### src/design/itoa_pkg.sv
// itoa_pkg: shared types, constants and helpers of the integer to ascii unit
// used by itoa_ctrl, itoa_dp and integer_to_radix_ascii_unit; no dependencies
package itoa_pkg;

    // field widths
    localparam int RADIX_W = 6;
    localparam int CHAR_W  = 7;

    // quotient bits resolved per divide cycle
    localparam int SLICE = 4;

    // radix limits and reset value
    localparam logic [RADIX_W-1:0] RADIX_RST = 6'd10;
    localparam logic [RADIX_W-1:0] RADIX_MIN = 6'd2;
    localparam logic [RADIX_W-1:0] RADIX_MAX = 6'd36;
    localparam logic [RADIX_W-1:0] RADIX_DEC = 6'd10;
    localparam logic [RADIX_W-1:0] DIGIT_MAX = 6'd9;

    // ascii codes
    localparam logic [CHAR_W-1:0] CH_ZERO  = 7'h30;
    localparam logic [CHAR_W-1:0] CH_A     = 7'h61;
    localparam logic [CHAR_W-1:0] CH_MINUS = 7'h2d;

    // controller to datapath commands
    typedef struct packed {
        logic load;   // take a new value
        logic div;    // divide step of the slice divider
        logic store;  // write remainder digit, bump count
        logic sign;   // put '-' in the output register
        logic rd;     // read next digit, count down
        logic emit;   // put the read digit in the output register
    } t_cmd;

    // datapath to controller status
    typedef struct packed {
        logic quo_zero;  // quotient is zero
        logic full;      // store is full after this digit
        logic neg;       // a '-' leads the text
        logic cnt_zero;  // the digit just read is the last one
        logic out_free;  // output register can take a character
    } t_sts;

    // digit value to ascii character
    function automatic logic [CHAR_W-1:0] digit_char(input logic [RADIX_W-1:0] d);
        if (d > DIGIT_MAX) begin
            digit_char = CH_A + CHAR_W'(d) - CHAR_W'(RADIX_DEC);
        end else begin
            digit_char = CH_ZERO + CHAR_W'(d);
        end
    endfunction

endpackage

### src/design/itoa_ctrl.sv
// itoa_ctrl: sequencer of the integer to ascii unit (divide, store, emit)
// depends on itoa_pkg for the command and status structs
module itoa_ctrl #(
    parameter int VALUE_BITS = 32
) (
    input  logic          i_clk,
    input  logic          i_rst_n,
    input  logic          i_valid,
    output logic          o_stall,
    input  itoa_pkg::t_sts i_sts,
    output itoa_pkg::t_cmd o_cmd
);
    import itoa_pkg::*;

    localparam int DIV_CYC = (VALUE_BITS + SLICE - 1) / SLICE;
    localparam int STEP_W  = $clog2(DIV_CYC);

    localparam logic [2:0] S_IDLE  = 3'd0;
    localparam logic [2:0] S_DIV   = 3'd1;
    localparam logic [2:0] S_STORE = 3'd2;
    localparam logic [2:0] S_SIGN  = 3'd3;
    localparam logic [2:0] S_READ  = 3'd4;
    localparam logic [2:0] S_EMIT  = 3'd5;

    logic [2:0]        r_state, n_state;
    logic [STEP_W-1:0] r_step, n_step;
    t_cmd              s_cmd;

    // next state and commands
    always_comb begin
        n_state = r_state;
        n_step  = r_step;
        s_cmd   = '0;
        unique case (r_state)
            S_IDLE: begin
                if (i_valid) begin
                    s_cmd.load = 1'b1;
                    n_step     = '0;
                    n_state    = S_DIV;
                end
            end
            S_DIV: begin
                s_cmd.div = 1'b1;
                n_step    = r_step + 1'b1;
                if (r_step == STEP_W'(DIV_CYC - 1)) begin
                    n_state = S_STORE;
                end
            end
            S_STORE: begin
                s_cmd.store = 1'b1;
                n_step      = '0;
                if (i_sts.quo_zero || i_sts.full) begin
                    n_state = i_sts.neg ? S_SIGN : S_READ;
                end else begin
                    n_state = S_DIV;
                end
            end
            S_SIGN: begin
                if (i_sts.out_free) begin
                    s_cmd.sign = 1'b1;
                    n_state    = S_READ;
                end
            end
            S_READ: begin
                s_cmd.rd = 1'b1;
                n_state  = S_EMIT;
            end
            S_EMIT: begin
                if (i_sts.out_free) begin
                    s_cmd.emit = 1'b1;
                    if (i_sts.cnt_zero) begin
                        n_state = S_IDLE;
                    end else begin
                        s_cmd.rd = 1'b1;
                    end
                end
            end
            default: begin
                n_state = S_IDLE;
            end
        endcase
    end

    // state registers
    always_ff @(posedge i_clk) begin
        if (!i_rst_n) begin
            r_state <= S_IDLE;
            r_step  <= '0;
        end else begin
            r_state <= n_state;
            r_step  <= n_step;
        end
    end

    assign o_stall = (r_state != S_IDLE);
    assign o_cmd   = s_cmd;

endmodule

### src/design/itoa_dp.sv
// itoa_dp: datapath of the integer to ascii unit: radix register, slice divider,
// digit memory and output register; depends on itoa_pkg
module itoa_dp #(
    parameter int VALUE_BITS = 32,
    parameter int MAX_DIGITS = 32
) (
    input  logic                                i_clk,
    input  logic                                i_rst_n,
    input  logic signed [VALUE_BITS-1:0]        i_value,
    input  logic                                i_cfg_valid,
    input  logic [itoa_pkg::RADIX_W-1:0]        i_cfg_data,
    input  logic                                i_stall,
    output logic                                o_valid,
    output logic [itoa_pkg::CHAR_W-1:0]         o_character,
    output logic                                o_last,
    input  itoa_pkg::t_cmd                      i_cmd,
    output itoa_pkg::t_sts                      o_sts
);
    import itoa_pkg::*;

    localparam int DIV_CYC = (VALUE_BITS + SLICE - 1) / SLICE;
    localparam int PAD     = DIV_CYC * SLICE;
    localparam int AW      = $clog2(MAX_DIGITS);
    localparam int CW      = $clog2(MAX_DIGITS + 1);
    localparam logic [CW-1:0] LAST_POS = CW'(MAX_DIGITS - 1);
    localparam logic [CW-1:0] LAST_NEG = CW'(MAX_DIGITS - 2);

    logic [RADIX_W-1:0] r_radix;
    logic [RADIX_W-1:0] r_base;
    logic               r_neg;
    logic [PAD-1:0]     r_quo;
    logic [RADIX_W-1:0] r_rem;
    logic [CW-1:0]      r_cnt;
    logic [RADIX_W-1:0] r_mem [MAX_DIGITS];
    logic [RADIX_W-1:0] r_rd_data;
    logic               r_out_valid;
    logic [CHAR_W-1:0]  r_char;
    logic               r_last;

    logic [RADIX_W-1:0]    s_base;
    logic                  s_neg;
    logic [VALUE_BITS-1:0] s_mag;
    logic [RADIX_W-1:0]    s_rem;
    logic [RADIX_W:0]      s_trial;
    logic [SLICE-1:0]      s_q;
    logic [CW-1:0]         s_rd_ptr;
    logic                  s_out_free;

    // radix register, to be written only while idle: the user must keep to this, the block does not enforce it
    always_ff @(posedge i_clk) begin
        if (!i_rst_n) begin
            r_radix <= RADIX_RST;
        end else if (i_cfg_valid) begin
            r_radix <= i_cfg_data;
        end
    end

    // clamp radix into 2..36, sign and magnitude of the new value
    always_comb begin
        if (r_radix < RADIX_MIN) begin
            s_base = RADIX_MIN;
        end else if (r_radix > RADIX_MAX) begin
            s_base = RADIX_MAX;
        end else begin
            s_base = r_radix;
        end
        s_neg = (s_base == RADIX_DEC) && i_value[VALUE_BITS-1];
        s_mag = s_neg ? (VALUE_BITS'(0) - VALUE_BITS'(i_value)) : VALUE_BITS'(i_value);
    end

    // restoring divide by the radix, SLICE quotient bits per cycle
    always_comb begin
        s_rem   = r_rem;
        s_trial = '0;
        s_q     = '0;
        for (int i = 0; i < SLICE; i++) begin
            s_trial = {s_rem, r_quo[PAD-1-i]};
            if (s_trial >= {1'b0, r_base}) begin
                s_rem          = RADIX_W'(s_trial - {1'b0, r_base});
                s_q[SLICE-1-i] = 1'b1;
            end else begin
                s_rem = s_trial[RADIX_W-1:0];
            end
        end
    end

    // working registers of the conversion
    always_ff @(posedge i_clk) begin
        if (i_cmd.load) begin
            r_base <= s_base;
            r_neg  <= s_neg;
            r_quo  <= PAD'(s_mag);
            r_rem  <= '0;
        end else if (i_cmd.div) begin
            r_quo <= {r_quo[PAD-SLICE-1:0], s_q};
            r_rem <= s_rem;
        end else if (i_cmd.store) begin
            r_rem <= '0;
        end
    end

    // digit count, later walked down as the read pointer
    assign s_rd_ptr = r_cnt - 1'b1;

    always_ff @(posedge i_clk) begin
        if (!i_rst_n) begin
            r_cnt <= '0;
        end else if (i_cmd.load) begin
            r_cnt <= '0;
        end else if (i_cmd.store) begin
            r_cnt <= r_cnt + 1'b1;
        end else if (i_cmd.rd) begin
            r_cnt <= s_rd_ptr;
        end
    end

    // digit memory, least significant digit at address zero
    always_ff @(posedge i_clk) begin
        if (i_cmd.store) begin
            r_mem[r_cnt[AW-1:0]] <= r_rem;
        end
        if (i_cmd.rd) begin
            r_rd_data <= r_mem[s_rd_ptr[AW-1:0]];
        end
    end

    // output register
    assign s_out_free = !r_out_valid || !i_stall;

    always_ff @(posedge i_clk) begin
        if (!i_rst_n) begin
            r_out_valid <= 1'b0;
        end else if (i_cmd.sign || i_cmd.emit) begin
            r_out_valid <= 1'b1;
        end else if (!i_stall) begin
            r_out_valid <= 1'b0;
        end
    end

    always_ff @(posedge i_clk) begin
        if (i_cmd.sign) begin
            r_char <= CH_MINUS;
            r_last <= 1'b0;
        end else if (i_cmd.emit) begin
            r_char <= digit_char(r_rd_data);
            r_last <= (r_cnt == '0);
        end
    end

    // status to the controller
    assign o_sts.quo_zero = (r_quo == '0);
    assign o_sts.full     = (r_cnt == (r_neg ? LAST_NEG : LAST_POS));
    assign o_sts.neg      = r_neg;
    assign o_sts.cnt_zero = (r_cnt == '0);
    assign o_sts.out_free = s_out_free;

    assign o_valid     = r_out_valid;
    assign o_character = r_char;
    assign o_last      = r_last;

`ifndef NO_ASSERTIONS
    // digit write stays inside the memory
    a_store_in_range: assert property (@(posedge i_clk) disable iff (!i_rst_n)
        i_cmd.store |-> (r_cnt < CW'(MAX_DIGITS)))
        else $error("digit write beyond the store");

    // a read never runs below the first digit
    a_read_nonempty: assert property (@(posedge i_clk) disable iff (!i_rst_n)
        i_cmd.rd |-> (r_cnt != '0))
        else $error("digit read with empty count");

    // a character is loaded only into a free output register
    a_load_free: assert property (@(posedge i_clk) disable iff (!i_rst_n)
        (i_cmd.sign || i_cmd.emit) |-> s_out_free)
        else $error("output register overwritten");

    // remainder stays below the base after each divide cycle
    a_rem_bound: assert property (@(posedge i_clk) disable iff (!i_rst_n)
        i_cmd.div |=> (r_rem < r_base))
        else $error("remainder not below radix");
`endif

endmodule

### src/design/integer_to_radix_ascii_unit.sv
// integer_to_radix_ascii_unit: top level of the integer to ascii converter
// depends on itoa_pkg, itoa_ctrl and itoa_dp
//
// Converts one signed VALUE_BITS-bit value per request into ASCII text in the
// base held in the radix register (2..36, reset 10; 0 and 1 act as 2, above 36
// acts as 36), most significant character first, with o_last on the final
// one. Letters are lower case; zero gives "0"; only base 10 puts '-' before a
// negative value, other bases convert the raw unsigned bit pattern. Each digit
// is worked out in the shared slice divider, then the text leaves at one
// character per cycle while the output is not stalled, after a memory read,
// with any '-' first. A new value is taken once the last character is in the
// output register.
module integer_to_radix_ascii_unit #(
    parameter int VALUE_BITS = 32,
    parameter int MAX_DIGITS = 32
) (
    input  logic                         i_clk,
    input  logic                         i_rst_n,
    input  logic                         i_valid,
    output logic                         o_stall,
    input  logic signed [VALUE_BITS-1:0] i_value,
    input  logic                         i_cfg_valid,
    output logic                         o_cfg_ready,
    input  logic [itoa_pkg::RADIX_W-1:0] i_cfg_data,
    output logic                         o_valid,
    input  logic                         i_stall,
    output logic [itoa_pkg::CHAR_W-1:0]  o_character,
    output logic                         o_last
);
    import itoa_pkg::*;

    t_cmd s_cmd;
    t_sts s_sts;

    // radix writes must arrive only while idle; the user keeps to this, the block does not enforce it
    assign o_cfg_ready = 1'b1;

    itoa_ctrl #(
        .VALUE_BITS (VALUE_BITS)
    ) u_ctrl (
        .i_clk   (i_clk),
        .i_rst_n (i_rst_n),
        .i_valid (i_valid),
        .o_stall (o_stall),
        .i_sts   (s_sts),
        .o_cmd   (s_cmd)
    );

    itoa_dp #(
        .VALUE_BITS (VALUE_BITS),
        .MAX_DIGITS (MAX_DIGITS)
    ) u_dp (
        .i_clk       (i_clk),
        .i_rst_n     (i_rst_n),
        .i_value     (i_value),
        .i_cfg_valid (i_cfg_valid && o_cfg_ready),
        .i_cfg_data  (i_cfg_data),
        .i_stall     (i_stall),
        .o_valid     (o_valid),
        .o_character (o_character),
        .o_last      (o_last),
        .i_cmd       (s_cmd),
        .o_sts       (s_sts)
    );

endmodule
### config.mk
export PLATFORM = sky130hd
export DESIGN_NAME = integer_to_radix_ascii_unit
export DESIGN_NICKNAME = d
export VERILOG_FILES = /design/src/design/itoa_pkg.sv /design/src/design/itoa_ctrl.sv /design/src/design/itoa_dp.sv /design/src/design/integer_to_radix_ascii_unit.sv
export SDC_FILE = /design/constraint.sdc
export NUM_CORES = 1
export LEC_CHECK = 0
export ABC_AREA = 0
export BUFFER_PORTS_ARGS = -buffer_cell sky130_fd_sc_hd__buf_2
export CAP_MARGIN = 20
export CORE_MARGIN = 2
export CORE_UTILIZATION = 35
export DETAILED_ROUTE_END_ITERATION = 16
export PLACE_DENSITY = 0.58
export SLEW_MARGIN = 40
export SYNTH_ARGS = -nofsm -noshare
export SYNTH_HDL_FRONTEND = slang
export SYNTH_HIERARCHICAL = 1
export SYNTH_SLANG_ARGS = --single-unit
### constraint.sdc
create_clock -name i_clk -period 21.9 [get_ports i_clk]
set_clock_uncertainty 0.15 [all_clocks]
set_input_delay 1.095 -clock i_clk [delete_from_list [all_inputs] [get_ports i_clk]]
set_output_delay 1.095 -clock i_clk [all_outputs]
set_load 0.02 [all_outputs]
* Word level (Yosys, flattened, before mapping)
Memories as Yosys holds them, arrays and structs flattened. A register that Yosys moved wholly into a read port is not among the register bits.
Index checks and enable logic that the tools add are counted.
W data, S select, Z words.
** Storage, ports and cells
- RAM bits :: 192
- Memories :: 1
- Bits in latches :: 0
- Register bits :: 72
- ROM bits :: 0
** Memories
- u_dp.r_mem :: words 32, width 6, rd ports 1, clocked after Yosys merged registers in 1, write ports 1, RTL line itoa_dp.sv:34 : logic [RADIX_W-1:0] r_mem [MAX_DIGITS];
** Cells by class
- Mux-type cells :: 43
- Multiply operators :: 0
- Reduce and logical (&&, ||, !) cells :: 17
- Bitwise gates (word level) :: 1
- Magnitude comparators :: 7
- $add $sub $neg :: 11
- Div/mod/pow operators :: 0
- Eq/ne operators :: 14
- Shift operators :: 0
** Operators with widths (number)
- $mux W32 :: 3
- $mux W6 :: 10
- $logic_not A32 Y1 :: 1
- $sub A1 B32 Y32 const A :: 1
- $ge A7 B6 Y1 :: 4
- $mux W3 :: 8
- $sub A6 B6 Y6 :: 4
- $pmux W3 S6 :: 1
- $mux W1 :: 17
- $eq A3 B3 Y1 const B :: 3
- $pmux W3 S3 :: 1
- $ne A2 B1 Y1 const B :: 4
- $add A6 B6 Y7 const A :: 1
- $add A7 B6 Y7 const A :: 1
- $mux W7 :: 1
- $sub A7 B4 Y7 const B :: 1
- $add A6 B1 Y6 const B :: 1
- $eq A3 B2 Y1 const B :: 2
- $eq A6 B4 Y1 const B :: 1
- $eq A6 B6 Y1 :: 1
- $gt A6 B4 Y1 const B :: 1
- $gt A6 B6 Y1 const B :: 1
- $logic_not A6 Y1 :: 1
- $lt A6 B2 Y1 const B :: 1
- 16 further kinds :: 23

* Logic depth before layout (Yosys ltp)
- Depth in word-level cells :: 10
- Mapped depth :: 37
- Depth with buffers taken out :: 35

* By module
The synthesis kept the hierarchy.
** Modules (own cells, without submodules)
- itoa_dp :: times used 1, area an instance 12500.7 um2, cells an instance 871, seq. area each 7657.3 um2
- itoa_ctrl :: times used 1, area an instance 466.7 um2, cells an instance 57, seq. area each 120.1 um2
- integer_to_radix_ascii_unit :: times used 1, area an instance 11.3 um2, cells an instance 2, seq. area each 0.0 um2

* Least setup slack after synthesis
OpenSTA, ideal clock, no wires.
- Kind :: flip-flop to flip-flop
- Start point :: reg u_dp.r_rem[3]
- End point :: reg u_dp.r_rem[0]
- Path slack :: 13.902 ns
- Arrival time :: 7.731 ns
- Stages on the path, launching flop included :: 36
- Period minus slack after synthesis :: 7.998 ns
- Library setup time :: 0.117 ns
- Data required time :: 21.633 ns
- Path through :: dfxtp_1 > ha_1 > a21o_1 > a211o_1 > a21o_1 > o21ai_0 > inv_1 > ha_1 > nor2b_1 > o31a_1 > o311ai_1 > nand2_1 > or2_0 > buf_2 > o21ai_0 > inv_1 > ha_1 > nor2b_1 > o31a_1 > o21ai_0 > nand3b_1 > a221o_1 > or2_0 > clkbuf_1 > o21ai_1 > inv_1 > ha_1 > nor2b_1 > o21ai_0 > a21boi_0 > o21a_1 > o21ai_0 > nand2_1 > a211oi_4 > mux2i_1 > a22o_1
** On the way
- Cells in the longest elaborated chain, start to end :: 9
- Elaborated cells on any way between the ends :: 12
** Ends and longest elaborated chain
- start, declared :: RTL line itoa_dp.sv:32 : logic [RADIX_W-1:0] r_rem;
- start signal, assigned :: RTL line itoa_dp.sv:96 : r_rem <= s_rem;
- $sub A6 B6 Y6 / $ge A7 B6 Y1 (equally long branches) :: RTL line itoa_dp.sv:79, itoa_dp.sv:78
- $mux W6 (*) :: RTL line itoa_dp.sv:78 : if (s_trial >= {1'b0, r_base}) begin
- $sub A6 B6 Y6 / $ge A7 B6 Y1 (equally long branches) :: RTL line itoa_dp.sv:79, itoa_dp.sv:78
- $mux W6 (*) :: RTL line itoa_dp.sv:78
- $ge A7 B6 Y1 / $sub A6 B6 Y6 (equally long branches) :: RTL line itoa_dp.sv:78, itoa_dp.sv:79
- $mux W6 (*) :: RTL line itoa_dp.sv:78
- $ge A7 B6 Y1 (*) :: RTL line itoa_dp.sv:78
- $mux W6 (*) :: RTL line itoa_dp.sv:78
- $mux W6 (*) :: RTL line itoa_dp.sv:94 : end else if (i_cmd.div) begin
Mark *: on every way between the ends. The rest lies on a longest branch, timed or not.
A chain may end at the register's enable or synchronous reset.

* Worst setup path after layout
- Start point :: reg u_dp.r_rem[3]
- End point :: reg u_dp.r_rem[5]
** On the way
- Cells in the longest elaborated chain, start to end :: 9
- Elaborated cells on any way between the ends :: 13
** Ends and longest elaborated chain (RTL line)
- $sub A6 B6 Y6 / $ge A7 B6 Y1 (equally long branches) :: itoa_dp.sv:79, itoa_dp.sv:78
- $mux W6 (*) :: itoa_dp.sv:78
- $sub A6 B6 Y6 / $ge A7 B6 Y1 (equally long branches) :: itoa_dp.sv:79, itoa_dp.sv:78
- $mux W6 (*) :: itoa_dp.sv:78
- $ge A7 B6 Y1 / $sub A6 B6 Y6 (equally long branches) :: itoa_dp.sv:78, itoa_dp.sv:79
- $mux W6 (*) :: itoa_dp.sv:78
- $sub A6 B6 Y6 / $ge A7 B6 Y1 (equally long branches) :: itoa_dp.sv:79, itoa_dp.sv:78
- $mux W6 (*) :: itoa_dp.sv:78
- $mux W6 (*) :: itoa_dp.sv:94
Marks and branches as above.

==> out/qor.yml <==
finalCritPeriodShare_pct: 41.0
reg2reg_slack_ns: 12.91
p_seq_share_pct: 33.6
netlist_instances: 930
cpMostUsedCell: "o21ai_0"
yosys-top-cells-area: "edfxtp_1 (55%), mux4_2 (10%), dfxtp_1 (5.1%)"
clockBufferDepth: 3
core_sq_um: 36500
cp_slowest_cell: "dfxtp_2"
nFillCells: 3340
crit_type: "flop to flop"
power_frac_clock_pct: 26.6
synth_top_family_by_area: "multiplexers"
via_per_inst: 5.15
io_pins: 54
utilization_pct: 40.6
syn-cell-area_sq_um: 13000
pwr_density_cell_nw_per_um2: 134
async_reset_ff_share_pct: 0
grt_antenna_before_repair: 0
layout_commonest_cell: "edfxtp_1"
swShare_pct: 33.9
fin_ws_ns: 12.91
cellLeakagePower_nw: 5.07
avgSynthCellArea_sq_um: 14.0
wl_per_cell_um: 18.6
synth_fp_nets: 1015
cts_sinks: 270
regArea_sq_um: 7780
grt_max_degree: 73
synth-seq-cells: 270
hold_class: "flop to flop"
outcome: "completed"
wl_um: 27400
startpoint_type: "flop"
cts_tree: "yes"
yosysUniqueCellTypes: 69
setup_viol: 0
ys_warn_count: 6
cp.arrival_ns: 9.27
cp-end-kind: "flop"
port_buffers: 52
synthXorXnorAreaFrac_pct: 3.51
crit_fanout: 35
hpwlAfterDp_um: 18400
cts_hold_buf: 0
cts_buffers: 30
path_clk_slew_ns: 0.06
num_vias: 7607
p_int_w: 0.00131
slowest_delay_ns: 0.71
cts.repair.resized: 0
clkLatencyLatePin_ns: 0.56
drv_cap: 0
hold_viol: 0
synth.top_cell.area_share_pct: 54.8
layout_common_cells: "edfxtp_1 (237), nor2_1 (107), mux4_2 (60), a21oi_1 (55), buf_2 (52)"
rsz0062_at_grt: "false"
htree_levels: 1
remaining_drc_errors: 0
grt.total_usage_pct: 14.3
synth_compound_area_share_pct: 7.08
synthMuxAreaShare_pct: 13.6
synth.largest_area_cell: "edfxtp_1"
start_util_pct: 35.5
ant_nets: 0
drive_gt1_share_pct: 20.6
final_area_sq_um: 14800
die_w_um: 197
synth_edf_count: 237
placed_area_sq_um: 13800
synthAdderAreaFrac_pct: 4.28
fin_nets: 1070
ys_seq_area_share_pct: 59.9
final.setup.tns_ns: 0
min_period_ns: 8.99
relSlewSlack_pct: 47.5
grt_pass1_wl_um: 43300
die_height_um: 197
pre_cts_ws_ns: 13.02
synth_flop_cell: "edfxtp_1"
rows: 70
first_pass_iters: 5
grt_pass1_vias: 7790
clockRootBuffer: "clkbuf_16"
switching_power_w: 0.000674
gr-total-overflow: 0
cp.required_ns: 22.18
combPwrFrac_pct: 39.8
post_cts_buffers: 0
fmax_ghz: 0.111
die-area_sq_um: 38600
drt_iter0_drc: 628
place_congestion: 0.847
final_max_slew_viol_count: 0
area_growth_pct: 14.4
multi_input_area_sq_um: 4950
tightest_slew_ns: 0.785
vdd_ir_drop_max_v: 0.000114
synthSimpleGateAreaFrac_pct: 9.26
==> per-stage QoR <==
stage          hold WS (ns)  cells  total power (W)
2_1_floorplan         0.323    930          0.00129
4_1_cts               0.350   1476          0.00200
5_1_grt               0.363   1476          0.00211
3_3_place_gp          0.316   1421          0.00146
3_5_place_dp          0.332   1421          0.00146
6_report              0.340   1477          0.00199
==> logic make-up after synthesis <==
logic type / after synthesis
buf+inv: 74
mux: 99
fa+ha+maj: 42
other cells: 1
flops: 270
compound gates: 146
xor+xnor: 52
simple gates: 246
==> critical path, delay by kind of cell, from the launching register on <==
kind	cells	cell delay, ns
multiplexers	1	0.28
adder cells (fa/ha/maj)	4	1.27
AO/OA/AOI/OAI	17	4.62
buffers and inverters	3	0.26
flip-flops	1	0.71
AND/OR/NAND/NOR	8	1.54
==> cell type report <==
type,count,area share [%]
antenna,1,0.0169
tap,468,3.94
multi-input combinational,586,33.3
timing repair buffer,63,2.31
clock buffer,33,5.13
clock inverter,22,2.00
inverter,34,0.860
sequential,270,52.4
==> registers in the layout, indices dropped and copies added, names as in the netlist <==
name              flops
u_dp/o_last           1
u_dp/o_valid          1
u_dp/r_radix          6
u_dp/r_rd_data        6
u_dp/r_mem          192
u_dp/r_cnt            6
u_dp/r_quo           32
u_dp/r_rem            6
u_ctrl/r_step         3
u_dp/r_neg            1
u_dp/r_base           6
u_ctrl/r_state        3
u_dp/o_character      7
==> synth_stat cells, types with 6 or more instances <==
cell type	instances
buf_1	6
o21ai_0	26
edfxtp_1	237
or2_2	8
xnor2_1	32
a21oi_1	56
nor4_1	12
xor2_1	20
nand2_1	40
nand2b_1	7
nor3b_1	6
nor2b_1	18
o21ai_1	8
mux2_2	12
nor3_1	8
o21a_1	6
dfxtp_1	33
or3_1	6
ha_1	38
mux4_2	60
inv_1	33
clkbuf_1	27
o31ai_1	7
nor2_1	109
a21o_1	6
mux2i_1	25
==> routing by layer <==
| metal | track usage (%) | routed length (um) |
|---|---|---|
| met1 | 19.1 | 12200 |
| met5 | 0 | 0 |
| met2 | 24.7 | 13700 |
| met3 | 1.56 | 952 |
| met4 | 3.96 | 568 |
==> power groups by stage <==
| stage | Sequential (W) | Clock (W) | Combinational, W |
|---|---|---|---|
| 6_report | 0.000667 | 0.000529 | 0.000792 |
| 5_1_grt | 0.000673 | 0.000560 | 0.000877 |
| 4_1_cts | 0.000668 | 0.000540 | 0.000789 |
| 3_5_place_dp | 0.000679 | 0 | 0.000784 |
| 3_3_place_gp | 0.000678 | 0 | 0.000779 |
| 2_1_floorplan | 0.000686 | 0 | 0.000605 |
==> worst paths after layout <==
| kind | from | end | cells past startpoint |
|---|---|---|---|
| worst min register to register | u_dp/o_character[5] | u_dp/o_character[5] | 2 |
| worst max register to register | u_dp/r_rem[3] | u_dp/r_rem[5] | 33 |
| worst min-delay path | u_dp/o_character[5] | u_dp/o_character[5] | 2 |
| worst max-delay path | u_dp/r_rem[3] | u_dp/r_rem[5] | 33 |
Note: power is estimated with default switching activity, not from simulation.
